**config.mk**
```make
export PLATFORM = sky130hd
export DESIGN_NAME = sha256_stream_hasher
export DESIGN_NICKNAME = d
export VERILOG_FILES = /design/src/design/sha_pkg.sv /design/src/design/sha_front.sv /design/src/design/sha_queue.sv /design/src/design/sha_engine.sv /design/src/design/sha256_stream_hasher.sv
export VERILOG_INCLUDE_DIRS = /design/src /design/src/design
export SDC_FILE = /design/constraint.sdc
export NUM_CORES = 2
export LEC_CHECK = 0
export BUFFER_PORTS_ARGS = -buffer_cell sky130_fd_sc_hd__buf_2
export CAP_MARGIN = 15
export CORE_ASPECT_RATIO = 0.9
export CORE_UTILIZATION = 58
export DETAILED_ROUTE_END_ITERATION = 8
export GPL_ROUTABILITY_DRIVEN = 0
export HOLD_SLACK_MARGIN = 0.15
export PLACE_DENSITY = 0.77
export SYNTH_ARGS = -nofsm -noshare
export SYNTH_HDL_FRONTEND = slang
export SYNTH_SLANG_ARGS = --single-unit
```
**constraint.sdc**
```tcl
create_clock -name clk -period 14.3 [get_ports clk]
set_input_delay 2.145 -clock clk [delete_from_list [all_inputs] [get_ports clk]]
set_output_delay 2.145 -clock clk [all_outputs]
set_load 0.005 [all_outputs]
```
**src/design/sha256_stream_hasher_assert.svh**
```systemverilog
// ----------------------------------------------------------------------------
// sha256_stream_hasher_assert
// Assertion macros used by the sha_engine module.
// ----------------------------------------------------------------------------
`ifndef SHA256_STREAM_HASHER_ASSERT_SVH
`define SHA256_STREAM_HASHER_ASSERT_SVH

// Check that a condition implies another at the same edge.
`define SHA_ASSERT_IMPL(label, clk, rst, ante, cons, msg) \
  label: assert property (@(posedge clk) disable iff (rst) (ante) |-> (cons)) else $error(msg);

// Check that a condition implies another at the next edge.
`define SHA_ASSERT_NEXT(label, clk, rst, ante, cons, msg) \
  label: assert property (@(posedge clk) disable iff (rst) (ante) |=> (cons)) else $error(msg);

`endif

```
**src/design/sha_pkg.sv**
```systemverilog
// ----------------------------------------------------------------------------
// sha_pkg
// Shared types, constants and round functions of the SHA-256 hasher.
// ----------------------------------------------------------------------------
`timescale 1ns / 1ps

package sha_pkg;

  localparam int QUEUE_DEPTH = 4;

  localparam logic [31:0] PAD_WORD  = 32'h8000_0000;
  localparam logic [7:0]  PAD_BYTE  = 8'h80;
  localparam logic [3:0]  LEN_WORD  = 4'd14;

  // Word kinds passed from front to back.
  typedef enum logic [1:0] {
    KIND_DATA  = 2'd0,
    KIND_FINAL = 2'd1
  } kind_t;

  // One word sent to the block engine: message data or a final trigger.
  typedef struct packed {
    kind_t       kind;
    logic [31:0] data;
    logic [63:0] bit_len;
  } qword_t;

  typedef enum logic [2:0] {
    ST_LOAD   = 3'd0,
    ST_ROUND  = 3'd1,
    ST_ADD    = 3'd2,
    ST_PAD    = 3'd3,
    ST_EMIT   = 3'd4
  } bst_t;

  function automatic logic [31:0] round_k(input logic [5:0] t);
    logic [31:0] k [64];
    k = '{
      32'h428a2f98,32'h71374491,32'hb5c0fbcf,32'he9b5dba5,32'h3956c25b,32'h59f111f1,
      32'h923f82a4,32'hab1c5ed5,32'hd807aa98,32'h12835b01,32'h243185be,32'h550c7dc3,
      32'h72be5d74,32'h80deb1fe,32'h9bdc06a7,32'hc19bf174,32'he49b69c1,32'hefbe4786,
      32'h0fc19dc6,32'h240ca1cc,32'h2de92c6f,32'h4a7484aa,32'h5cb0a9dc,32'h76f988da,
      32'h983e5152,32'ha831c66d,32'hb00327c8,32'hbf597fc7,32'hc6e00bf3,32'hd5a79147,
      32'h06ca6351,32'h14292967,32'h27b70a85,32'h2e1b2138,32'h4d2c6dfc,32'h53380d13,
      32'h650a7354,32'h766a0abb,32'h81c2c92e,32'h92722c85,32'ha2bfe8a1,32'ha81a664b,
      32'hc24b8b70,32'hc76c51a3,32'hd192e819,32'hd6990624,32'hf40e3585,32'h106aa070,
      32'h19a4c116,32'h1e376c08,32'h2748774c,32'h34b0bcb5,32'h391c0cb3,32'h4ed8aa4a,
      32'h5b9cca4f,32'h682e6ff3,32'h748f82ee,32'h78a5636f,32'h84c87814,32'h8cc70208,
      32'h90befffa,32'ha4506ceb,32'hbef9a3f7,32'hc67178f2};
    return k[t];
  endfunction

  function automatic logic [31:0] init_h(input logic [2:0] i);
    logic [31:0] h [8];
    h = '{32'h6a09e667,32'hbb67ae85,32'h3c6ef372,32'ha54ff53a,
          32'h510e527f,32'h9b05688c,32'h1f83d9ab,32'h5be0cd19};
    return h[i];
  endfunction

  function automatic logic [31:0] rotr(input logic [31:0] x, input int n);
    return (x >> n) | (x << (32 - n));
  endfunction

endpackage

```
**src/design/sha_front.sv**
```systemverilog
// ----------------------------------------------------------------------------
// sha_front
// Accepts message words, masks and pads the last one, counts message length.
// ----------------------------------------------------------------------------
`timescale 1ns / 1ps

module sha_front (
  input  logic           clk,
  input  logic           rst,
  input  logic [31:0]    data_word,
  input  logic [2:0]     valid_bytes,
  input  logic           last_word,
  input  logic           push,
  output logic           full,
  output sha_pkg::qword_t q_word,
  output logic           q_push,
  input  logic           q_full
);
  import sha_pkg::*;

  // Pending extra pad word after a full last word.
  logic        pad_pend;
  logic        pad_pend_next;
  logic [60:0] msg_bytes;
  logic [60:0] msg_bytes_next;
  logic [2:0]  nb;
  logic [31:0] keep;
  logic [31:0] padded;
  logic        take;

  assign full = q_full || pad_pend;
  assign take = push && !full;
  assign nb   = (valid_bytes > 3'd4) ? 3'd4 : valid_bytes;

  // Build the queued word for each kind of input.
  always_comb begin
    keep = '1;
    padded = data_word;
    unique case (nb)
      3'd0:    begin keep = 32'h0;        padded = {PAD_BYTE, 24'h0}; end
      3'd1:    begin keep = 32'hff000000; padded = (data_word & keep) | 32'h0080_0000; end
      3'd2:    begin keep = 32'hffff0000; padded = (data_word & keep) | 32'h0000_8000; end
      3'd3:    begin keep = 32'hffffff00; padded = (data_word & keep) | 32'h0000_0080; end
      default: begin keep = '1;           padded = data_word; end
    endcase
    msg_bytes_next = msg_bytes;
    pad_pend_next  = pad_pend;
    q_push         = 1'b0;
    q_word.kind    = KIND_DATA;
    q_word.data    = data_word;
    q_word.bit_len = {msg_bytes, 3'b000};
    if (pad_pend) begin
      if (!q_full) begin
        q_push         = 1'b1;
        q_word.kind    = KIND_FINAL;
        q_word.data    = PAD_WORD;
        pad_pend_next  = 1'b0;
        msg_bytes_next = '0;
      end
    end else if (take) begin
      q_push = 1'b1;
      if (!last_word) begin
        msg_bytes_next = msg_bytes + 61'd4;
      end else if (nb == 3'd4) begin
        msg_bytes_next = msg_bytes + 61'd4;
        pad_pend_next  = 1'b1;
      end else begin
        q_word.kind    = KIND_FINAL;
        q_word.data    = padded;
        q_word.bit_len = {msg_bytes + {58'd0, nb}, 3'b000};
        msg_bytes_next = '0;
      end
    end
  end

  always_ff @(posedge clk) begin
    if (rst) begin
      pad_pend  <= 1'b0;
      msg_bytes <= '0;
    end else begin
      pad_pend  <= pad_pend_next;
      msg_bytes <= msg_bytes_next;
    end
  end

endmodule

```
**src/design/sha_queue.sv**
```systemverilog
// ----------------------------------------------------------------------------
// sha_queue
// Short word queue between the front and the block engine.
// ----------------------------------------------------------------------------
`timescale 1ns / 1ps

module sha_queue #(
  parameter int DEPTH = sha_pkg::QUEUE_DEPTH
) (
  input  logic            clk,
  input  logic            rst,
  input  logic            wr,
  input  sha_pkg::qword_t wdata,
  output logic            full,
  input  logic            rd,
  output sha_pkg::qword_t rdata,
  output logic            empty
);
  import sha_pkg::*;

  localparam int AW = (DEPTH > 1) ? $clog2(DEPTH) : 1;

  qword_t        mem [DEPTH];
  logic [AW-1:0] wp;
  logic [AW-1:0] rp;
  logic [AW:0]   cnt;

  assign full  = (cnt == (AW + 1)'(DEPTH));
  assign empty = (cnt == '0);
  assign rdata = mem[rp];

  // Store and advance pointers.
  always_ff @(posedge clk) begin
    if (wr && !full) mem[wp] <= wdata;
  end

  always_ff @(posedge clk) begin
    if (rst) begin
      wp  <= '0;
      rp  <= '0;
      cnt <= '0;
    end else begin
      if (wr && !full) wp <= (wp == AW'(DEPTH - 1)) ? '0 : wp + 1'b1;
      if (rd && !empty) rp <= (rp == AW'(DEPTH - 1)) ? '0 : rp + 1'b1;
      cnt <= cnt + (AW + 1)'(wr && !full) - (AW + 1)'(rd && !empty);
    end
  end

endmodule

```
**src/design/sha_engine.sv**
```systemverilog
// ----------------------------------------------------------------------------
// sha_engine
// Loads block words, runs one compression round a cycle, pads and emits digest.
// ----------------------------------------------------------------------------
`timescale 1ns / 1ps

module sha_engine (
  input  logic            clk,
  input  logic            rst,
  input  sha_pkg::qword_t q_word,
  input  logic            q_empty,
  output logic            q_pop,
  output logic [31:0]     digest_word,
  output logic [2:0]      word_index,
  output logic            last_of_digest,
  output logic            empty,
  input  logic            pop
);
  import sha_pkg::*;

  `include "sha256_stream_hasher_assert.svh"

  bst_t        state;
  bst_t        state_next;
  logic [31:0] w [16];
  logic [31:0] h [8];
  logic [31:0] v [8];
  logic [3:0]  fill;
  logic [5:0]  rnd;
  logic [2:0]  oidx;
  logic        fin;
  logic        len_blk;
  logic [63:0] bit_len;
  logic        ld;
  logic [31:0] ld_data;
  logic        do_round;
  logic [31:0] s0, s1, t1, t2, wt, wnew;

  // Schedule: window of 16 words, newest at the top.
  assign wt   = w[0];
  assign s0   = rotr(w[1], 7) ^ rotr(w[1], 18) ^ (w[1] >> 3);
  assign s1   = rotr(w[14], 17) ^ rotr(w[14], 19) ^ (w[14] >> 10);
  assign wnew = w[0] + s0 + w[9] + s1;
  assign t1 = v[7] + (rotr(v[4], 6) ^ rotr(v[4], 11) ^ rotr(v[4], 25))
            + ((v[4] & v[5]) ^ (~v[4] & v[6])) + round_k(rnd) + wt;
  assign t2 = (rotr(v[0], 2) ^ rotr(v[0], 13) ^ rotr(v[0], 22))
            + ((v[0] & v[1]) ^ (v[0] & v[2]) ^ (v[1] & v[2]));

  assign empty          = (state != ST_EMIT);
  assign digest_word    = h[oidx];
  assign word_index     = oidx;
  assign last_of_digest = (oidx == 3'd7);

  // Pick the load source and next state.
  always_comb begin
    state_next = state;
    q_pop      = 1'b0;
    ld         = 1'b0;
    ld_data    = q_word.data;
    do_round   = 1'b0;
    unique case (state)
      ST_LOAD: begin
        if (!q_empty) begin
          q_pop = 1'b1;
          ld    = 1'b1;
          if (fill == 4'd15) state_next = ST_ROUND;
          else if (q_word.kind == KIND_FINAL) state_next = ST_PAD;
        end
      end
      ST_PAD: begin
        ld = 1'b1;
        // Zero fill; the length goes only into the block that has room for it.
        if (len_blk && fill == LEN_WORD) ld_data = bit_len[63:32];
        else if (len_blk && fill == 4'd15) ld_data = bit_len[31:0];
        else ld_data = '0;
        if (fill == 4'd15) state_next = ST_ROUND;
      end
      ST_ROUND: begin
        do_round = 1'b1;
        if (rnd == 6'd63) state_next = ST_ADD;
      end
      ST_ADD: begin
        if (fin && len_blk) state_next = ST_EMIT;
        else if (fin) state_next = ST_PAD;
        else state_next = ST_LOAD;
      end
      ST_EMIT: begin
        if (pop && oidx == 3'd7) state_next = ST_LOAD;
      end
      default: state_next = ST_LOAD;
    endcase
  end

  always_ff @(posedge clk) begin
    if (rst) state <= ST_LOAD;
    else state <= state_next;
  end

  // Hold block words, written by index at load and shifted per round.
  always_ff @(posedge clk) begin
    if (ld) begin
      w[fill] <= ld_data;
    end else if (do_round) begin
      for (int i = 0; i < 15; i++) w[i] <= w[i + 1];
      w[15] <= wnew;
    end
  end

  // Advance counters, working variables and chain value.
  always_ff @(posedge clk) begin
    if (rst) begin
      fill    <= '0;
      rnd     <= '0;
      oidx    <= '0;
      fin     <= 1'b0;
      len_blk <= 1'b0;
      for (int i = 0; i < 8; i++) h[i] <= init_h(3'(i));
    end else begin
      if (ld) begin
        fill <= fill + 1'b1;
        if (state == ST_LOAD && q_word.kind == KIND_FINAL) begin
          fin     <= 1'b1;
          len_blk <= (fill < LEN_WORD);
          bit_len <= q_word.bit_len;
        end
        if (fill == 4'd15) begin
          for (int i = 0; i < 8; i++) v[i] <= h[i];
          rnd <= '0;
        end
      end
      if (do_round) begin
        v[7] <= v[6]; v[6] <= v[5]; v[5] <= v[4]; v[4] <= v[3] + t1;
        v[3] <= v[2]; v[2] <= v[1]; v[1] <= v[0]; v[0] <= t1 + t2;
        rnd <= rnd + 1'b1;
      end
      if (state == ST_ADD) begin
        for (int i = 0; i < 8; i++) h[i] <= h[i] + v[i];
        // Final word left no room for the length: the next block carries it.
        if (fin) len_blk <= 1'b1;
      end
      if (state == ST_EMIT && pop) begin
        oidx <= oidx + 1'b1;
        if (oidx == 3'd7) begin
          fin     <= 1'b0;
          len_blk <= 1'b0;
          for (int i = 0; i < 8; i++) h[i] <= init_h(3'(i));
        end
      end
    end
  end

  `SHA_ASSERT_IMPL(a_pop_only_load, clk, rst, q_pop, state == ST_LOAD, "pop outside load")
  `SHA_ASSERT_IMPL(a_emit_fin, clk, rst, !empty, fin, "emit without final")
  `SHA_ASSERT_NEXT(a_round_end, clk, rst, state == ST_ROUND && rnd == 6'd63,
                   state == ST_ADD, "round count slip")

endmodule

```
**src/design/sha256_stream_hasher.sv**
```systemverilog
// ----------------------------------------------------------------------------
// sha256_stream_hasher
// SHA-256 over a stream of big-endian 32-bit words.
// ----------------------------------------------------------------------------
// Input queue side: drive data_word, valid_bytes, last_word and raise push
// while full is low; a word is taken at that edge. Words other than the last
// carry four bytes. The last word carries 0..4 bytes and closes the message.
// Output queue side: while empty is low the digest word shown on digest_word
// with word_index is valid; pop takes it. Eight words per message, the eighth
// flagged by last_of_digest.
// Throughput: each 64-byte block is loaded as 16 words, then the engine
// runs 64 rounds and one add step; the one-round per cycle compression
// loop sets the rate. A short queue lets the front keep taking words while
// the engine runs rounds. Padding fills the block with zero words and the
// length, or adds a whole extra block when the tail leaves no room for the
// length. Reset returns to the initial hash value with nothing queued. A
// stalled output holds the digest word and blocks the next message's blocks
// once the queue fills.
// ----------------------------------------------------------------------------
`timescale 1ns / 1ps

module sha256_stream_hasher #(
  parameter int QDEPTH = sha_pkg::QUEUE_DEPTH
) (
  input  logic        clk,
  input  logic        rst,
  input  logic [31:0] data_word,
  input  logic [2:0]  valid_bytes,
  input  logic        last_word,
  input  logic        push,
  output logic        full,
  output logic [31:0] digest_word,
  output logic [2:0]  word_index,
  output logic        last_of_digest,
  output logic        empty,
  input  logic        pop
);
  import sha_pkg::*;

  qword_t f_word;
  qword_t q_word;
  logic   f_push;
  logic   q_full;
  logic   q_empty;
  logic   q_pop;

  sha_front u_front (
    .clk, .rst, .data_word, .valid_bytes, .last_word, .push, .full,
    .q_word(f_word), .q_push(f_push), .q_full(q_full)
  );

  sha_queue #(.DEPTH(QDEPTH)) u_queue (
    .clk, .rst, .wr(f_push), .wdata(f_word), .full(q_full),
    .rd(q_pop), .rdata(q_word), .empty(q_empty)
  );

  sha_engine u_engine (
    .clk, .rst, .q_word, .q_empty, .q_pop,
    .digest_word, .word_index, .last_of_digest, .empty, .pop
  );

endmodule
```
==> qor.yml <==
run_status:
  outcome: "complete, but fails checks"
  failed_checks: "DRC"
synthesis:
  synth_edf_count: 1333
  ys_ff_latch: 1551
  synth_nets: 8737
  synth.distinct_cells: 97
  syn_inst: 8093
  avgSynthCellArea_um2: 11.1
  yosys_warnings: 0
  netlist_area_mm2: 0.0902
  synthFlopType: "edfxtp_1"
  yosysSeqAreaShare: 0.492
  synth-async-reset-ratio: 0
global_route:
  antenna_found_initial: 3
  globalRouteOverflowTotal: 0
  first_global_vias: 64102
  grt_pass1_wl_um: 389000
  grt_util_all_layers: 0.325
  grt_max_degree: 195
critical_path:
  crit_fanout: 36
  critPathCaptureType: "flip-flop"
  slowest_delay_ps: 850
  crit_slowest_cell: "ha_1"
  crit_start: "u_engine.rnd[0]"
  cp_data_required_time_ps: 14840
  r2r-start: "u_engine.rnd[0]"
  cp_data_arrival_time_ps: 10950
  cp-start-kind: "flip-flop"
  r2r_slack_ps: 3890
  r2r_cells: 34
  crit_type: "reg2reg"
  rr_endpoint: "u_engine.v[0][31]"
sta:
  fin_tns_setup_ps: 0
  fmaxAchievable_mhz: 96.0
  slew_headroom: 0.171
  finalHoldViolCount: 0
  grt_setup_unrepaired: "no"
  maxSlewViolCount: 0
  post-route-min-period_ps: 10410
  worst_pin_slew_ps: 1240
  setup_slack_ps: 3890
  finalSetupViolCount: 0
  fin_skew_ps: 70.4
  fin_crit_sh: 0.728
detailed_routing:
  firstDrtPassIters: 9
  ant_nets: 0
  drtIter0Drc: 9361
  viasPerCell: 6.50
  wl_per_cell_um: 25.2
  totalWireLength_um: 257000
  vias: 66367
  drc_errors: 128
layout:
  fin_area_mm2: 0.0980
  final_util: 0.639
  drive_above_1_share: 0.0916
  areaGrowthSynthToFinish_pct: 8.73
  final_nets: 8643
clock_tree:
  cts-htree-levels: 4
  cts_tree: "built"
  post_cts_resized: 0
  cts_root_buf: "clkbuf_16"
  clkSinkCount: 1551
  cts_hold_buf: 0
  clockBufferDepth: 3
  cts_made_buffers: 159
  cts_setup_buffers: 0
  clk-insertion-delay-late_ps: 840
  clk_pin_slew_ps: 70
die:
  initial_core_util: 0.587
  die-area_mm2: 0.157
  rows: 136
  die_height_um: 376
  coreArea_mm2: 0.153
  fp.dieW_um: 418
  pin_count: 78
placement:
  post-place-ws_ps: 4320
  place_area_mm2: 0.0927
  dp_hpwl_um: 178000
  port_buffers: 77
min_path:
  min_path_cells: 1
  holdCritStartpoint: "u_engine.w[6][0]"
  worstHoldPathType: "reg2reg"
  hold_end: "u_engine.w[5][0]"
job:
  drv_cap: 0
==> worst max-delay path: cells and delay by family, from the launching register on <==
kind / cells / cell delay, ps
AOI/OAI and AO/OA: 17 / 3850
xor gates and xnor gates: 2 / 460
adders and majority gates: 8 / 3780
buffers and inverters: 4 / 980
DFF: 1 / 310
and+or+nand+nor: 3 / 740
==> routing by layer <==
layer	vias up	GRT usage	part of all wire
met5	-	0	0.00043
met4	10	0.126	0.043
met3	675	0.0839	0.12
met2	3896	0.478	0.43
met1	32488	0.461	0.41
li1	29298	-	-
==> how the worst max path moves through the flow <==
stage	slack (ps)	end
6_report	3890	u_engine.v[0][31]
5_1_grt	3470	u_engine.v[0][31]
4_1_cts	4260	u_engine.v[0][31]
3_5_place_dp	4320	u_engine.v[0][31]
3_3_place_gp	4460	u_engine.v[0][31]
2_1_floorplan	90	u_engine.v[0][0]
==> Yosys cell counts, drive strengths merged, types with 37 or more instances <==
library cell / n / area, um^2
nand2b: 75 / 469
a211oi: 72 / 571
a21o: 684 / 5130
o21ai: 413 / 2090
nor2: 396 / 1490
a21oi: 474 / 2390
clkbuf: 377 / 1420
edfxtp: 1333 / 40000
dfxtp: 218 / 4360
nor2b: 46 / 295
xor2: 203 / 1780
ha: 408 / 5100
o211ai: 56 / 425
and3: 40 / 250
nand2: 1135 / 4260
o21a: 66 / 503
fa: 196 / 3920
mux4: 161 / 3630
buf: 71 / 278
mux2i: 39 / 390
o21bai: 40 / 300
and2: 58 / 363
mux2: 39 / 439
a31oi: 54 / 344
a22oi: 39 / 293
nor3: 127 / 641
or3: 44 / 275
a311oi: 38 / 333
inv: 294 / 1100
nand3: 118 / 596
o31ai: 37 / 293
nand4: 40 / 250
xnor2: 432 / 3780
==> cells by family after synthesis <==
family	count (synthesis)	share of synthesized area
adders and majority gates	630	0.103
DFF	1551	0.492
and+or+nand+nor	2163	0.105
xor gates and xnor gates	635	0.0617
AOI/OAI and AO/OA	2127	0.157
buffers and inverters	747	0.0312
other	1	0.0000416
muxes	239	0.0494
==> placed cells by master, fill, tap and decap left out, drive strengths merged, types with 75 or more instances in the layout <==
cell type / instances
a21o: 684
a21oi: 474
buf: 193
clkbuf: 200
dfxtp: 218
edfxtp: 1333
fa: 196
ha: 408
inv: 302
mux4: 161
nand2: 1135
nand2b: 75
nand3: 118
nor2: 396
nor3: 127
o21ai: 413
xnor2: 432
xor2: 203
==> state kept, by name, indices dropped and copies added, names as in the netlist, 4 cells and up, named ones only <==
register           count
u_engine.bit_len      61
u_engine.fill          4
u_engine.h           256
u_engine.rnd           6
u_engine.v           256
u_engine.w           512
u_front.msg_bytes     59
u_queue.mem          376
==> cell type report <==
type	instances	area [um^2]
Fill cell	11552	55500
Sequential cell	1551	44400
Multi-Input combinational cell	5795	43200
Clock buffer	200	4180
Tap cell	2070	2590
Timing Repair Buffer	193	1310
Clock inverter	94	1160
Inverter	299	1120
Antenna cell	1	2.50
==> stage by stage <==
stage / instances / hold WS (ps)
2_1_floorplan: 8093 / 447
3_3_place_gp: 9905 / 454
3_5_place_dp: 9906 / 485
4_1_cts: 10200 / 483
5_1_grt: 10203 / 503
6_report: 10203 / 484
Power is not shown: default switching activity piles up to over one toggle a cycle in this logic, so the estimate is an artifact.
